`config.mk`:
```
export PLATFORM = sky130hd
export DESIGN_NAME = heater_safety_trip_monitor_top
export DESIGN_NICKNAME = d
export VERILOG_FILES = /design/src/hdl/hstm_pkg.sv /design/src/hdl/hstm_cfg_regs.sv /design/src/hdl/hstm_core.sv /design/src/hdl/heater_safety_trip_monitor_top.sv
export SDC_FILE = /design/constraint.sdc
export NUM_CORES = 1
export LEC_CHECK = 0
export BUFFER_PORTS_ARGS = -buffer_cell sky130_fd_sc_hd__buf_2
export CAP_MARGIN = 20
export CORE_MARGIN = 1
export CORE_UTILIZATION = 40
export CTS_CLUSTER_DIAMETER = 200
export DETAILED_ROUTE_END_ITERATION = 16
export HOLD_SLACK_MARGIN = 0.02
export PLACE_DENSITY_LB_ADDON = 0.08
export SYNTH_ARGS = -nofsm -noshare
export SYNTH_HDL_FRONTEND = slang
export SYNTH_HIERARCHICAL = 1
export SYNTH_SLANG_ARGS = --single-unit
```
`constraint.sdc`:
```
create_clock -name clk -period 8.8 [get_ports clk]
set_input_delay 2.64 -clock clk [delete_from_list [all_inputs] [get_ports clk]]
set_output_delay 2.64 -clock clk [all_outputs]
set_load 0.03 [all_outputs]
```
`src/hdl/hstm_pkg.sv`:
```
// Shared types and constants for the heater safety trip monitor.
package hstm_pkg;

  typedef enum logic [1:0] {
    ACT_CHECK   = 2'd0,
    ACT_COOLANT = 2'd1,
    ACT_FLOW    = 2'd2,
    ACT_CLEAR   = 2'd3
  } action_t;

  localparam int CFG_IDX_W  = 3;
  localparam int CFG_DATA_W = 32;

  localparam logic [CFG_IDX_W-1:0] CFG_FLOW_PRESENT   = 3'd0;
  localparam logic [CFG_IDX_W-1:0] CFG_OVERHEAT_LIMIT = 3'd1;
  localparam logic [CFG_IDX_W-1:0] CFG_RECOVERY_LIMIT = 3'd2;
  localparam logic [CFG_IDX_W-1:0] CFG_FLOW_TIMEOUT   = 3'd3;
  localparam logic [CFG_IDX_W-1:0] CFG_CHECK_INTERVAL = 3'd4;

  localparam logic signed [11:0] OVERHEAT_LIMIT_RST = 12'sd1520;
  localparam logic signed [11:0] RECOVERY_LIMIT_RST = 12'sd1280;
  localparam logic [31:0]        FLOW_TIMEOUT_RST   = 32'd5000;
  localparam logic [15:0]        CHECK_INTERVAL_RST = 16'd1000;

  // Valid coolant range, -55 C to 125 C in sixteenths.
  localparam logic signed [12:0] COOLANT_MIN = -13'sd880;
  localparam logic signed [12:0] COOLANT_MAX = 13'sd2000;

  // Trip mask bit positions.
  localparam int TRIP_OVERHEAT = 0;
  localparam int TRIP_FLOW     = 1;
  localparam int TRIP_LINK     = 2;
  localparam int TRIP_ERROR    = 3;

  typedef struct packed {
    logic              flow_sensor_present;
    logic signed [11:0] overheat_limit;
    logic signed [11:0] recovery_limit;
    logic [31:0]       flow_loss_ms;
    logic [15:0]       check_interval_ms;
  } cfg_t;

  typedef struct packed {
    action_t           action;
    logic [31:0]       now_ms;
    logic signed [12:0] coolant_sixteenths;
    logic              coolant_not_number;
    logic [15:0]       flow_rate;
    logic [31:0]       pulse_time_ms;
    logic              heater_active;
    logic              link_timed_out;
    logic              status_valid;
    logic              heater_fault;
    logic              link_online;
  } item_t;

  typedef struct packed {
    logic       shutdown_request;
    logic [3:0] trip_mask;
    logic       clear_accepted;
    logic       check_ran;
    logic       coolant_ok;
  } result_t;

endpackage

```
`src/hdl/hstm_cfg_regs.sv`:
```
// Configuration register file of the trip monitor.
module hstm_cfg_regs (
  input  logic                            clk,
  input  logic                            rst,
  input  logic                            cfg_we,
  input  logic [hstm_pkg::CFG_IDX_W-1:0]  cfg_index,
  input  logic [hstm_pkg::CFG_DATA_W-1:0] cfg_wdata,
  output hstm_pkg::cfg_t                  cfg
);
  import hstm_pkg::*;

  always_ff @(posedge clk) begin
    if (rst) begin
      cfg.flow_sensor_present <= 1'b0;
      cfg.overheat_limit      <= OVERHEAT_LIMIT_RST;
      cfg.recovery_limit      <= RECOVERY_LIMIT_RST;
      cfg.flow_loss_ms        <= FLOW_TIMEOUT_RST;
      cfg.check_interval_ms   <= CHECK_INTERVAL_RST;
    end else if (cfg_we) begin
      case (cfg_index)
        CFG_FLOW_PRESENT:   cfg.flow_sensor_present <= cfg_wdata[0];
        CFG_OVERHEAT_LIMIT: cfg.overheat_limit      <= cfg_wdata[11:0];
        CFG_RECOVERY_LIMIT: cfg.recovery_limit      <= cfg_wdata[11:0];
        CFG_FLOW_TIMEOUT:   cfg.flow_loss_ms        <= cfg_wdata[31:0];
        CFG_CHECK_INTERVAL: cfg.check_interval_ms   <= cfg_wdata[15:0];
        default: ;
      endcase
    end
  end

endmodule

```
`src/hdl/hstm_core.sv`:
```
// Trip evaluation and latched safety state of the trip monitor.
module hstm_core (
  input  logic              clk,
  input  logic              rst,
  input  hstm_pkg::cfg_t    cfg,
  input  hstm_pkg::item_t   item,
  input  logic              fire,
  output hstm_pkg::result_t result
);
  import hstm_pkg::*;

  logic signed [12:0] coolant_value, coolant_value_next;
  logic               coolant_valid, coolant_valid_next;
  logic [31:0]        last_flow_ms, last_flow_ms_next;
  logic [31:0]        last_check_ms, last_check_ms_next;
  logic [3:0]         trips, trips_next;

  logic        temp_bad;
  logic [31:0] since_check;
  logic [31:0] since_flow;
  logic [3:0]  set_mask;
  logic        clear_ok;

  assign temp_bad = item.coolant_not_number ||
                    (item.coolant_sixteenths < COOLANT_MIN) ||
                    (item.coolant_sixteenths > COOLANT_MAX);
  assign since_check = item.now_ms - last_check_ms;
  assign since_flow  = item.now_ms - last_flow_ms;

  always_comb begin
    set_mask = '0;
    set_mask[TRIP_LINK]  = item.link_timed_out;
    set_mask[TRIP_ERROR] = item.status_valid && item.heater_fault;
    if (item.heater_active) begin
      set_mask[TRIP_OVERHEAT] = coolant_valid &&
        (coolant_value > $signed({cfg.overheat_limit[11], cfg.overheat_limit}));
      set_mask[TRIP_FLOW] = cfg.flow_sensor_present && (last_flow_ms != '0) &&
                            (since_flow > cfg.flow_loss_ms);
    end
  end

  always_comb begin
    clear_ok = 1'b1;
    if (trips[TRIP_OVERHEAT] && (!coolant_valid ||
        coolant_value > $signed({cfg.recovery_limit[11], cfg.recovery_limit})))
      clear_ok = 1'b0;
    if (trips[TRIP_ERROR] && item.status_valid && item.heater_fault)
      clear_ok = 1'b0;
    if (trips[TRIP_LINK] && !item.link_online)
      clear_ok = 1'b0;
  end

  always_comb begin
    coolant_value_next     = coolant_value;
    coolant_valid_next     = coolant_valid;
    last_flow_ms_next      = last_flow_ms;
    last_check_ms_next     = last_check_ms;
    trips_next             = trips;
    result.shutdown_request = 1'b0;
    result.clear_accepted   = 1'b0;
    result.check_ran        = 1'b0;
    case (item.action)
      ACT_COOLANT: begin
        if (temp_bad) begin
          coolant_valid_next = 1'b0;
        end else begin
          coolant_value_next = item.coolant_sixteenths;
          coolant_valid_next = 1'b1;
        end
      end
      ACT_FLOW: begin
        if (item.pulse_time_ms != '0) begin
          last_flow_ms_next = item.pulse_time_ms;
        end else if (item.flow_rate != '0) begin
          last_flow_ms_next = item.now_ms;
        end
      end
      ACT_CHECK: begin
        if (since_check >= {16'd0, cfg.check_interval_ms}) begin
          result.check_ran   = 1'b1;
          last_check_ms_next = item.now_ms;
          if (trips != '0) begin
            result.shutdown_request = 1'b1;
          end else begin
            // Nothing latched yet, so any set reason is new.
            result.shutdown_request = (set_mask != '0);
            trips_next              = set_mask;
          end
        end
      end
      ACT_CLEAR: begin
        if (clear_ok) begin
          trips_next            = '0;
          result.clear_accepted = 1'b1;
        end
      end
      default: ;
    endcase
    result.trip_mask  = trips_next;
    result.coolant_ok = coolant_valid_next;
  end

  always_ff @(posedge clk) begin
    if (rst) begin
      coolant_value <= '0;
      coolant_valid <= 1'b0;
      last_flow_ms  <= '0;
      last_check_ms <= '0;
      trips         <= '0;
    end else if (fire) begin
      coolant_value <= coolant_value_next;
      coolant_valid <= coolant_valid_next;
      last_flow_ms  <= last_flow_ms_next;
      last_check_ms <= last_check_ms_next;
      trips         <= trips_next;
    end
  end

endmodule

```
`src/hdl/heater_safety_trip_monitor_top.sv`:
```
// Top level of the heater safety trip monitor: stream ports, staging registers, checks.
//
// Latching safety interlock for a coolant heater. Each request on the slave
// stream is one event (check tick, coolant sample, flow sample or clear
// request, selected by s_tuser) and yields exactly one result on the master
// stream. A request is registered on acceptance, evaluated against the
// latched state when it advances into the output register, and its
// result lands there in the same edge that updates the state and raises
// m_tvalid. One request per cycle is sustained while m_tready stays
// high: the input
// register refills while the output register is drained, and s_tready drops
// only when both stages hold an item and m_tready is low. Configuration
// registers (0 flow sensor present, 1 overheat limit, 2 recovery limit,
// 3 flow timeout, 4 check interval) are written through cfg_we/cfg_index/
// cfg_wdata and must only change while no request is in flight. Times are
// in milliseconds modulo 2^32; temperatures are signed 1/16 C.
module heater_safety_trip_monitor_top (
  input  logic                            clk,
  input  logic                            rst,
  input  logic                            cfg_we,
  input  logic [hstm_pkg::CFG_IDX_W-1:0]  cfg_index,
  input  logic [hstm_pkg::CFG_DATA_W-1:0] cfg_wdata,
  input  logic                            s_tvalid,
  output logic                            s_tready,
  // s_tdata, low bit up: now_ms[31:0], coolant_sixteenths[44:32],
  // coolant_not_number[45], flow_rate[61:46], pulse_time_ms[93:62],
  // heater_active[94], link_timed_out[95], status_valid[96],
  // heater_fault[97], link_online[98], zero fill [103:99]
  input  logic [103:0]                    s_tdata,
  // s_tuser: action[1:0]
  input  logic [1:0]                      s_tuser,
  output logic                            m_tvalid,
  input  logic                            m_tready,
  // m_tdata, low bit up: shutdown_request[0], trip_mask[4:1],
  // clear_accepted[5], check_ran[6], coolant_ok[7]
  output logic [7:0]                      m_tdata
);
  import hstm_pkg::*;

  cfg_t    cfg;
  item_t   item;
  logic    item_valid;
  result_t result;
  result_t result_q;
  logic    advance;

  hstm_cfg_regs u_cfg (
    .clk      (clk),
    .rst      (rst),
    .cfg_we   (cfg_we),
    .cfg_index(cfg_index),
    .cfg_wdata(cfg_wdata),
    .cfg      (cfg)
  );

  // Move the staged request into the result register when that slot is free.
  assign advance  = item_valid && (!m_tvalid || m_tready);
  assign s_tready = !item_valid || advance;

  // Hold the accepted request; payload needs no reset.
  always_ff @(posedge clk) begin
    if (rst) begin
      item_valid <= 1'b0;
    end else if (s_tready) begin
      item_valid <= s_tvalid;
    end
  end

  always_ff @(posedge clk) begin
    if (s_tvalid && s_tready) begin
      item.action             <= action_t'(s_tuser);
      item.now_ms             <= s_tdata[31:0];
      item.coolant_sixteenths <= s_tdata[44:32];
      item.coolant_not_number <= s_tdata[45];
      item.flow_rate          <= s_tdata[61:46];
      item.pulse_time_ms      <= s_tdata[93:62];
      item.heater_active      <= s_tdata[94];
      item.link_timed_out     <= s_tdata[95];
      item.status_valid       <= s_tdata[96];
      item.heater_fault       <= s_tdata[97];
      item.link_online        <= s_tdata[98];
    end
  end

  hstm_core u_core (
    .clk   (clk),
    .rst   (rst),
    .cfg   (cfg),
    .item  (item),
    .fire  (advance),
    .result(result)
  );

  // Result register: fill on advance, drop when taken.
  always_ff @(posedge clk) begin
    if (rst) begin
      m_tvalid <= 1'b0;
    end else if (advance) begin
      m_tvalid <= 1'b1;
    end else if (m_tready) begin
      m_tvalid <= 1'b0;
    end
  end

  always_ff @(posedge clk) begin
    if (advance) begin
      result_q <= result;
    end
  end

  assign m_tdata = {result_q.coolant_ok, result_q.check_ran, result_q.clear_accepted,
                    result_q.trip_mask, result_q.shutdown_request};

  // A successful clear always leaves the mask empty.
  a_clear_empties: assert property (@(posedge clk) disable iff (rst)
    m_tvalid && result_q.clear_accepted |-> result_q.trip_mask == 4'd0)
    else $error("clear accepted with reasons still latched");

  // Shutdown is only requested with some reason latched.
  a_shutdown_has_reason: assert property (@(posedge clk) disable iff (rst)
    m_tvalid && result_q.shutdown_request |-> result_q.trip_mask != 4'd0)
    else $error("shutdown requested with empty trip mask");

  // A check result and a clear result never coincide.
  a_one_kind: assert property (@(posedge clk) disable iff (rst)
    m_tvalid |-> !(result_q.check_ran && result_q.clear_accepted))
    else $error("check and clear flagged together");

  // A staged request stays staged while the output is stalled.
  a_stage_holds: assert property (@(posedge clk) disable iff (rst)
    item_valid && m_tvalid && !m_tready |=> item_valid)
    else $error("staged request lost during stall");

endmodule
```
## Word level (Yosys, flattened, before mapping)

Index checks and enable logic that the tools add are counted.

| cells by class | value |
|---|---|
| multiplexer cells | 17 |
| eq/ne operators | 7 |
| reduce and logical (&&, ||, !) cells | 37 |
| add/sub/neg operators | 2 |
| magnitude comparators | 6 |
| divide/modulo/power cells | 0 |
| bitwise operators | 1 |
| shift-type cells | 0 |
| multipliers | 0 |

Operator list:

| cell | count |
|---|---|
| 32-bit 2-to-1 mux | 2 |
| 32-bit nonzero test | 2 |
| 32-bit subtractor | 2 |
| 32-bit by 16-bit >= comparator with 1-bit output | 1 |
| 32-bit > comparator | 1 |
| 13-bit by 12-bit > comparator with 1-bit output | 2 |
| 16-bit nonzero test | 1 |
| 13-bit by 12-bit > comparator with 1-bit output (second input constant) | 1 |
| 13-bit by 11-bit < comparator with 1-bit output (second input constant) | 1 |
| 4-bit 2-to-1 mux | 3 |
| 2-bit AND reduction | 6 |
| 1-bit logical AND | 10 |
| 1-bit 2-to-1 mux | 10 |
| 3-bit AND reduction | 3 |
| 4-bit case mux with 2 select lines | 1 |
| 4-bit nonzero test | 2 |
| 3-bit by 2-bit == test with 1-bit output (second input constant) | 2 |
| 1-bit logical OR | 5 |
| 2-bit == test (second input constant) | 2 |
| 1-bit logical NOT | 4 |
| 2-bit nonzero test | 2 |
| 3-bit by 1-bit == test with 1-bit output (second input constant) | 1 |
| 3-bit == test (second input constant) | 1 |
| 3-bit logical NOT | 1 |
| other kinds (4) | 4 |

| storage, ports and cells | value |
|---|---|
| logic and storage cells | 98 |
| bits in latches | 0 |
| RAM bits | 0 |
| memories | 0 |
| output and inout port bits | 10 |
| bits in registers | 266 |
| memory bits (read-only) | 0 |
| input port bits | 146 |

## Longest topological paths before layout

| logic depth | value |
|---|---|
| depth after elaboration | 8 |
| gate-level depth with buffers | 24 |
| mapped depth without buffers | 24 |

## Modules after synthesis

The synthesis kept the hierarchy.

Modules (own cells, without submodules):

| module | cells an instance | seq. area each (µm²) | times used | area an instance (µm²) |
|---|---|---|---|---|
| hstm_core | 1209 | 1641.6 | 1 | 9318.9 |
| heater_safety_trip_monitor_top | 119 | 3313.2 | 1 | 3377.0 |
| hstm_cfg_regs | 287 | 1461.4 | 1 | 3061.7 |

## Worst setup path after synthesis

Ideal clock, no wire load.

| timing | value |
|---|---|
| kind | input to output |
| start | input port m_tready |
| end | output port s_tready |
| buffers on the path | 0 |
| setup slack | 3316 ps |
| stages | 1 |
| required time | 6160 ps |
| arrival | 2844 ps |
| cells stage by stage | nand3b_4 |

| between the ends | value |
|---|---|
| cells in the longest elaborated chain, start to end | 3 |

Ends and longest elaborated chain:

| what | line | source |
|---|---|---|
| start, declared | heater_safety_trip_monitor_top.sv:33 | `input logic m_tready,` |
| 1-bit logical OR | heater_safety_trip_monitor_top.sv:57 | `assign advance = item_valid && (!m_tvalid \|\| m_tready);` |
| 1-bit logical AND | heater_safety_trip_monitor_top.sv:57 |  |
| 1-bit logical OR | heater_safety_trip_monitor_top.sv:58 | `assign s_tready = !item_valid \|\| advance;` |
| end, declared | heater_safety_trip_monitor_top.sv:24 | `output logic s_tready,` |

Every way passes these cells.

==> results_dict.tcl <==
set metrics [dict create \
    status "complete, no violations" \
    rr_endpoint "m_tdata[2]" \
    cap_violations 0 \
    end_kind "register" \
    synth.distinct_cells 86 \
    fin_crit_sh 0.661 \
    synth-seq-cells 266 \
    die_x_um 200 \
    synthesis.area_mm2 0.0158 \
    p_int_mw 2.23 \
    cpPeakStageDelay_ns 0.55 \
    synth_area_leaders "edfxtp_1 21%, dfxtp_1 20%, ha_1 11%" \
    grt_first_pass_wirelength_um 62500 \
    grt_start_max_net_pins 107 \
    relSlewSlack 0.363 \
    clock-sinks 266 \
    ant_nets 0 \
    ys_seq_area_frac 0.407 \
    initial_core_util 0.407 \
    place_congestion 0.859 \
    r2r_slack_ns 2.98 \
    critical_path_class "reg2reg" \
    fin_area_mm2 0.0179 \
    first_pass_iters 7 \
    synth_cells 1615 \
    cts-root-buf "clkbuf_16" \
    ctsLongestPathBuffers 3 \
    min_path_cells 2 \
    synth_nets 1903 \
    yosys.area.top_type "edfxtp_1" \
    numCtsBuffers 30 \
    hold_buffers 0 \
    crit_fanout 10 \
    drt-initial-drc-count 557 \
    detailroute.via_count 11800 \
    nNetsFinal 2036 \
    p_sw_frac 0.270 \
    htree_levels 1 \
    p_per_area_mw_per_mm2 171 \
    finalSetupViolCount 0 \
    required_ns 9.09 \
    min_from "u_cfg/cfg[26]" \
    synth_warnings 6 \
    clock.fmax_ghz 0.172 \
    drc 0 \
    min_to "u_cfg/cfg[26]" \
    ys_top_cells_by_count "164 x inv_1, 158 x nand2b_1, 157 x dfxtp_1, 140 x ha_1, 121 x mux2i_1" \
    min_path_type "reg2reg" \
    core_area_mm2 0.0387 \
    clk_latency_ns 0.57 \
    synth_ff_type "dfxtp_1" \
    leakage_nw 7.06 \
    postPlaceCellArea_mm2 0.0169 \
    yosysMostFrequentCell "inv_1" \
    cts_resized 0 \
    dp_hpwl_um 30400 \
    tns_ns 0 \
    comb_power_share 0.161 \
    rsz0062_at_grt "false" \
    start_kind "register" \
    r2r_cells 20 \
    hold_viol_final 0 \
    switchingPower_mw 0.825 \
    drive_gt1_frac 0.129 \
    yosysTopAreaCellShare 0.208 \
    grt_overflow 0 \
    cts_setup_buffers 0 \
    clk_pin_slew_ns 0.06 \
    maxSlewViolCount 0 \
    period_needed_ns 5.82 \
    whs_ns 0.473 \
    pwr-share-seq 0.450 \
    n_fill_cell 3825 \
    power_frac_clock 0.389 \
    track_usage 0.195 \
    die_area_mm2 0.0402 \
    rows 72 \
    vias_per_cell 5.14 \
    synth_edf_count 109 \
    routedWlPerCell_um 17.3 \
    cp_slowest_cell "edfxtp_1" \
    instances_no_fill 2290 \
    cp_top_family "compound AO/OA/AOI/OAI gates" \
    die_h_um 200 \
    dp.cells 2232 \
    tightest_slew_ns 0.945 \
    grt_antenna_before_repair 0 \
    clock_skew_ns 0.0128 \
    cts_tree "yes" \
    cp.buffers_inverters 0 \
    max-vdd-ir-drop_mv 0.148 \
    num_antenna_cells 0 \
    r2r_start "item[68]" \
    syn_to_final_growth_pct 13.4 \
    io_pins 156 \
    first_global_vias 11800 \
    totalWireLength_um 39500 \
    cp.arrival_ns 6.11 \
    port_buffers 150 \
    path_cells "ha_1 -> nor2b_1 -> o31a_1 -> o31ai_2 -> or2b_1 -> a21oi_1 -> o21bai_1 -> a21oi_1 -> xnor2_1 -> ha_1 -> a21o_1 -> a211o_1 -> a2111oi_0 -> o31a_1 -> o221ai_1 -> a31oi_1 -> o2111ai_1 -> nor4b_4 -> a31o_1 -> o41ai_1" \
    async_flop_share 0 \
    avgSynthCellArea_um2 9.76 \
]
-- area by class of cell --
class                           count  area (um2)  share of cell area
Inverter                          164         616              0.0345
Sequential cell                   266        6420               0.359
Tap cell                          518         648              0.0363
Clock inverter                     13        97.6             0.00546
Multi-Input combinational cell   1127        8410               0.471
Clock buffer                       43         831              0.0465
Timing Repair Buffer              159         845              0.0473
-- tightest hold or removal path, cell delays in order, from the launching register on --
cell and delay (ns):
dfxtp_1 0.31, nand2b_1 0.06, mux2i_1 0.06
-- registers in the layout, summed over array words and instances, names as in the netlist --
register              count
m_tvalid                  1
m_tdata                   8
item_valid                1
u_cfg/cfg                73
u_core/coolant_valid      1
item                    101
u_core/coolant_value     13
u_core/last_check_ms     32
u_core/last_flow_ms      32
u_core/trips              4
-- power groups by stage --
stage	clock network, mW	logic, mW	registers [mW]
3_5_place_dp	0	0.492	1.40
5_1_grt	1.28	0.557	1.38
3_3_place_gp	0	0.486	1.40
6_report	1.19	0.493	1.38
4_1_cts	1.23	0.496	1.38
2_1_floorplan	0	0.360	1.39
-- through the flow --
step,setup WS [ns],utilization,power [mW]
6_report,2.98,0.461,3.06
4_1_cts,3.04,0.460,3.11
3_5_place_dp,3.06,0.436,1.90
2_1_floorplan,3.32,-,1.75
5_1_grt,2.51,0.461,3.21
3_3_place_gp,3.08,0.436,1.89
-- per-layer routing --
metal / part of all wire / GRT usage
met5: 0 / 0
met4: 0.035 / 0.0673
met3: 0.037 / 0.0286
met2: 0.47 / 0.339
met1: 0.46 / 0.246
-- worst max path at each step --
stage                     startpoint          to  depth (start not counted)
after floorplan             m_tready    s_tready                          1
after global placement      m_tready    s_tready                          3
after detailed placement    item[68]  m_tdata[2]                         20
after CTS                   item[68]  m_tdata[2]                         20
after global routing        item[68]  m_tdata[2]                         20
final                       item[68]  m_tdata[2]                         20
-- placed cells by master (no fill, tap or decap), types with 27 or more instances in the layout --
cell	n
clkbuf_16	31
ha_1	140
nor2_1	116
o21ai_0	42
mux2i_1	121
dfxtp_1	157
nand2_1	50
a21o_1	42
buf_2	149
inv_1	164
a211oi_1	45
edfxtp_1	109
xnor2_1	27
nand2b_1	158
a21oi_1	101
-- cell families (layout without fill, tap and decap cells) --
kind of cell    Yosys count  after routing  share of synthesized area
mux                     121            121                     0.0769
flops                   266            266                      0.407
simple gates            468            468                      0.166
xor+xnor                 44             44                     0.0245
buf+inv                 222            379                     0.0597
compound gates          352            352                      0.152
fa+ha+maj               142            142                      0.114
Power figures use the tool's default switching activity.
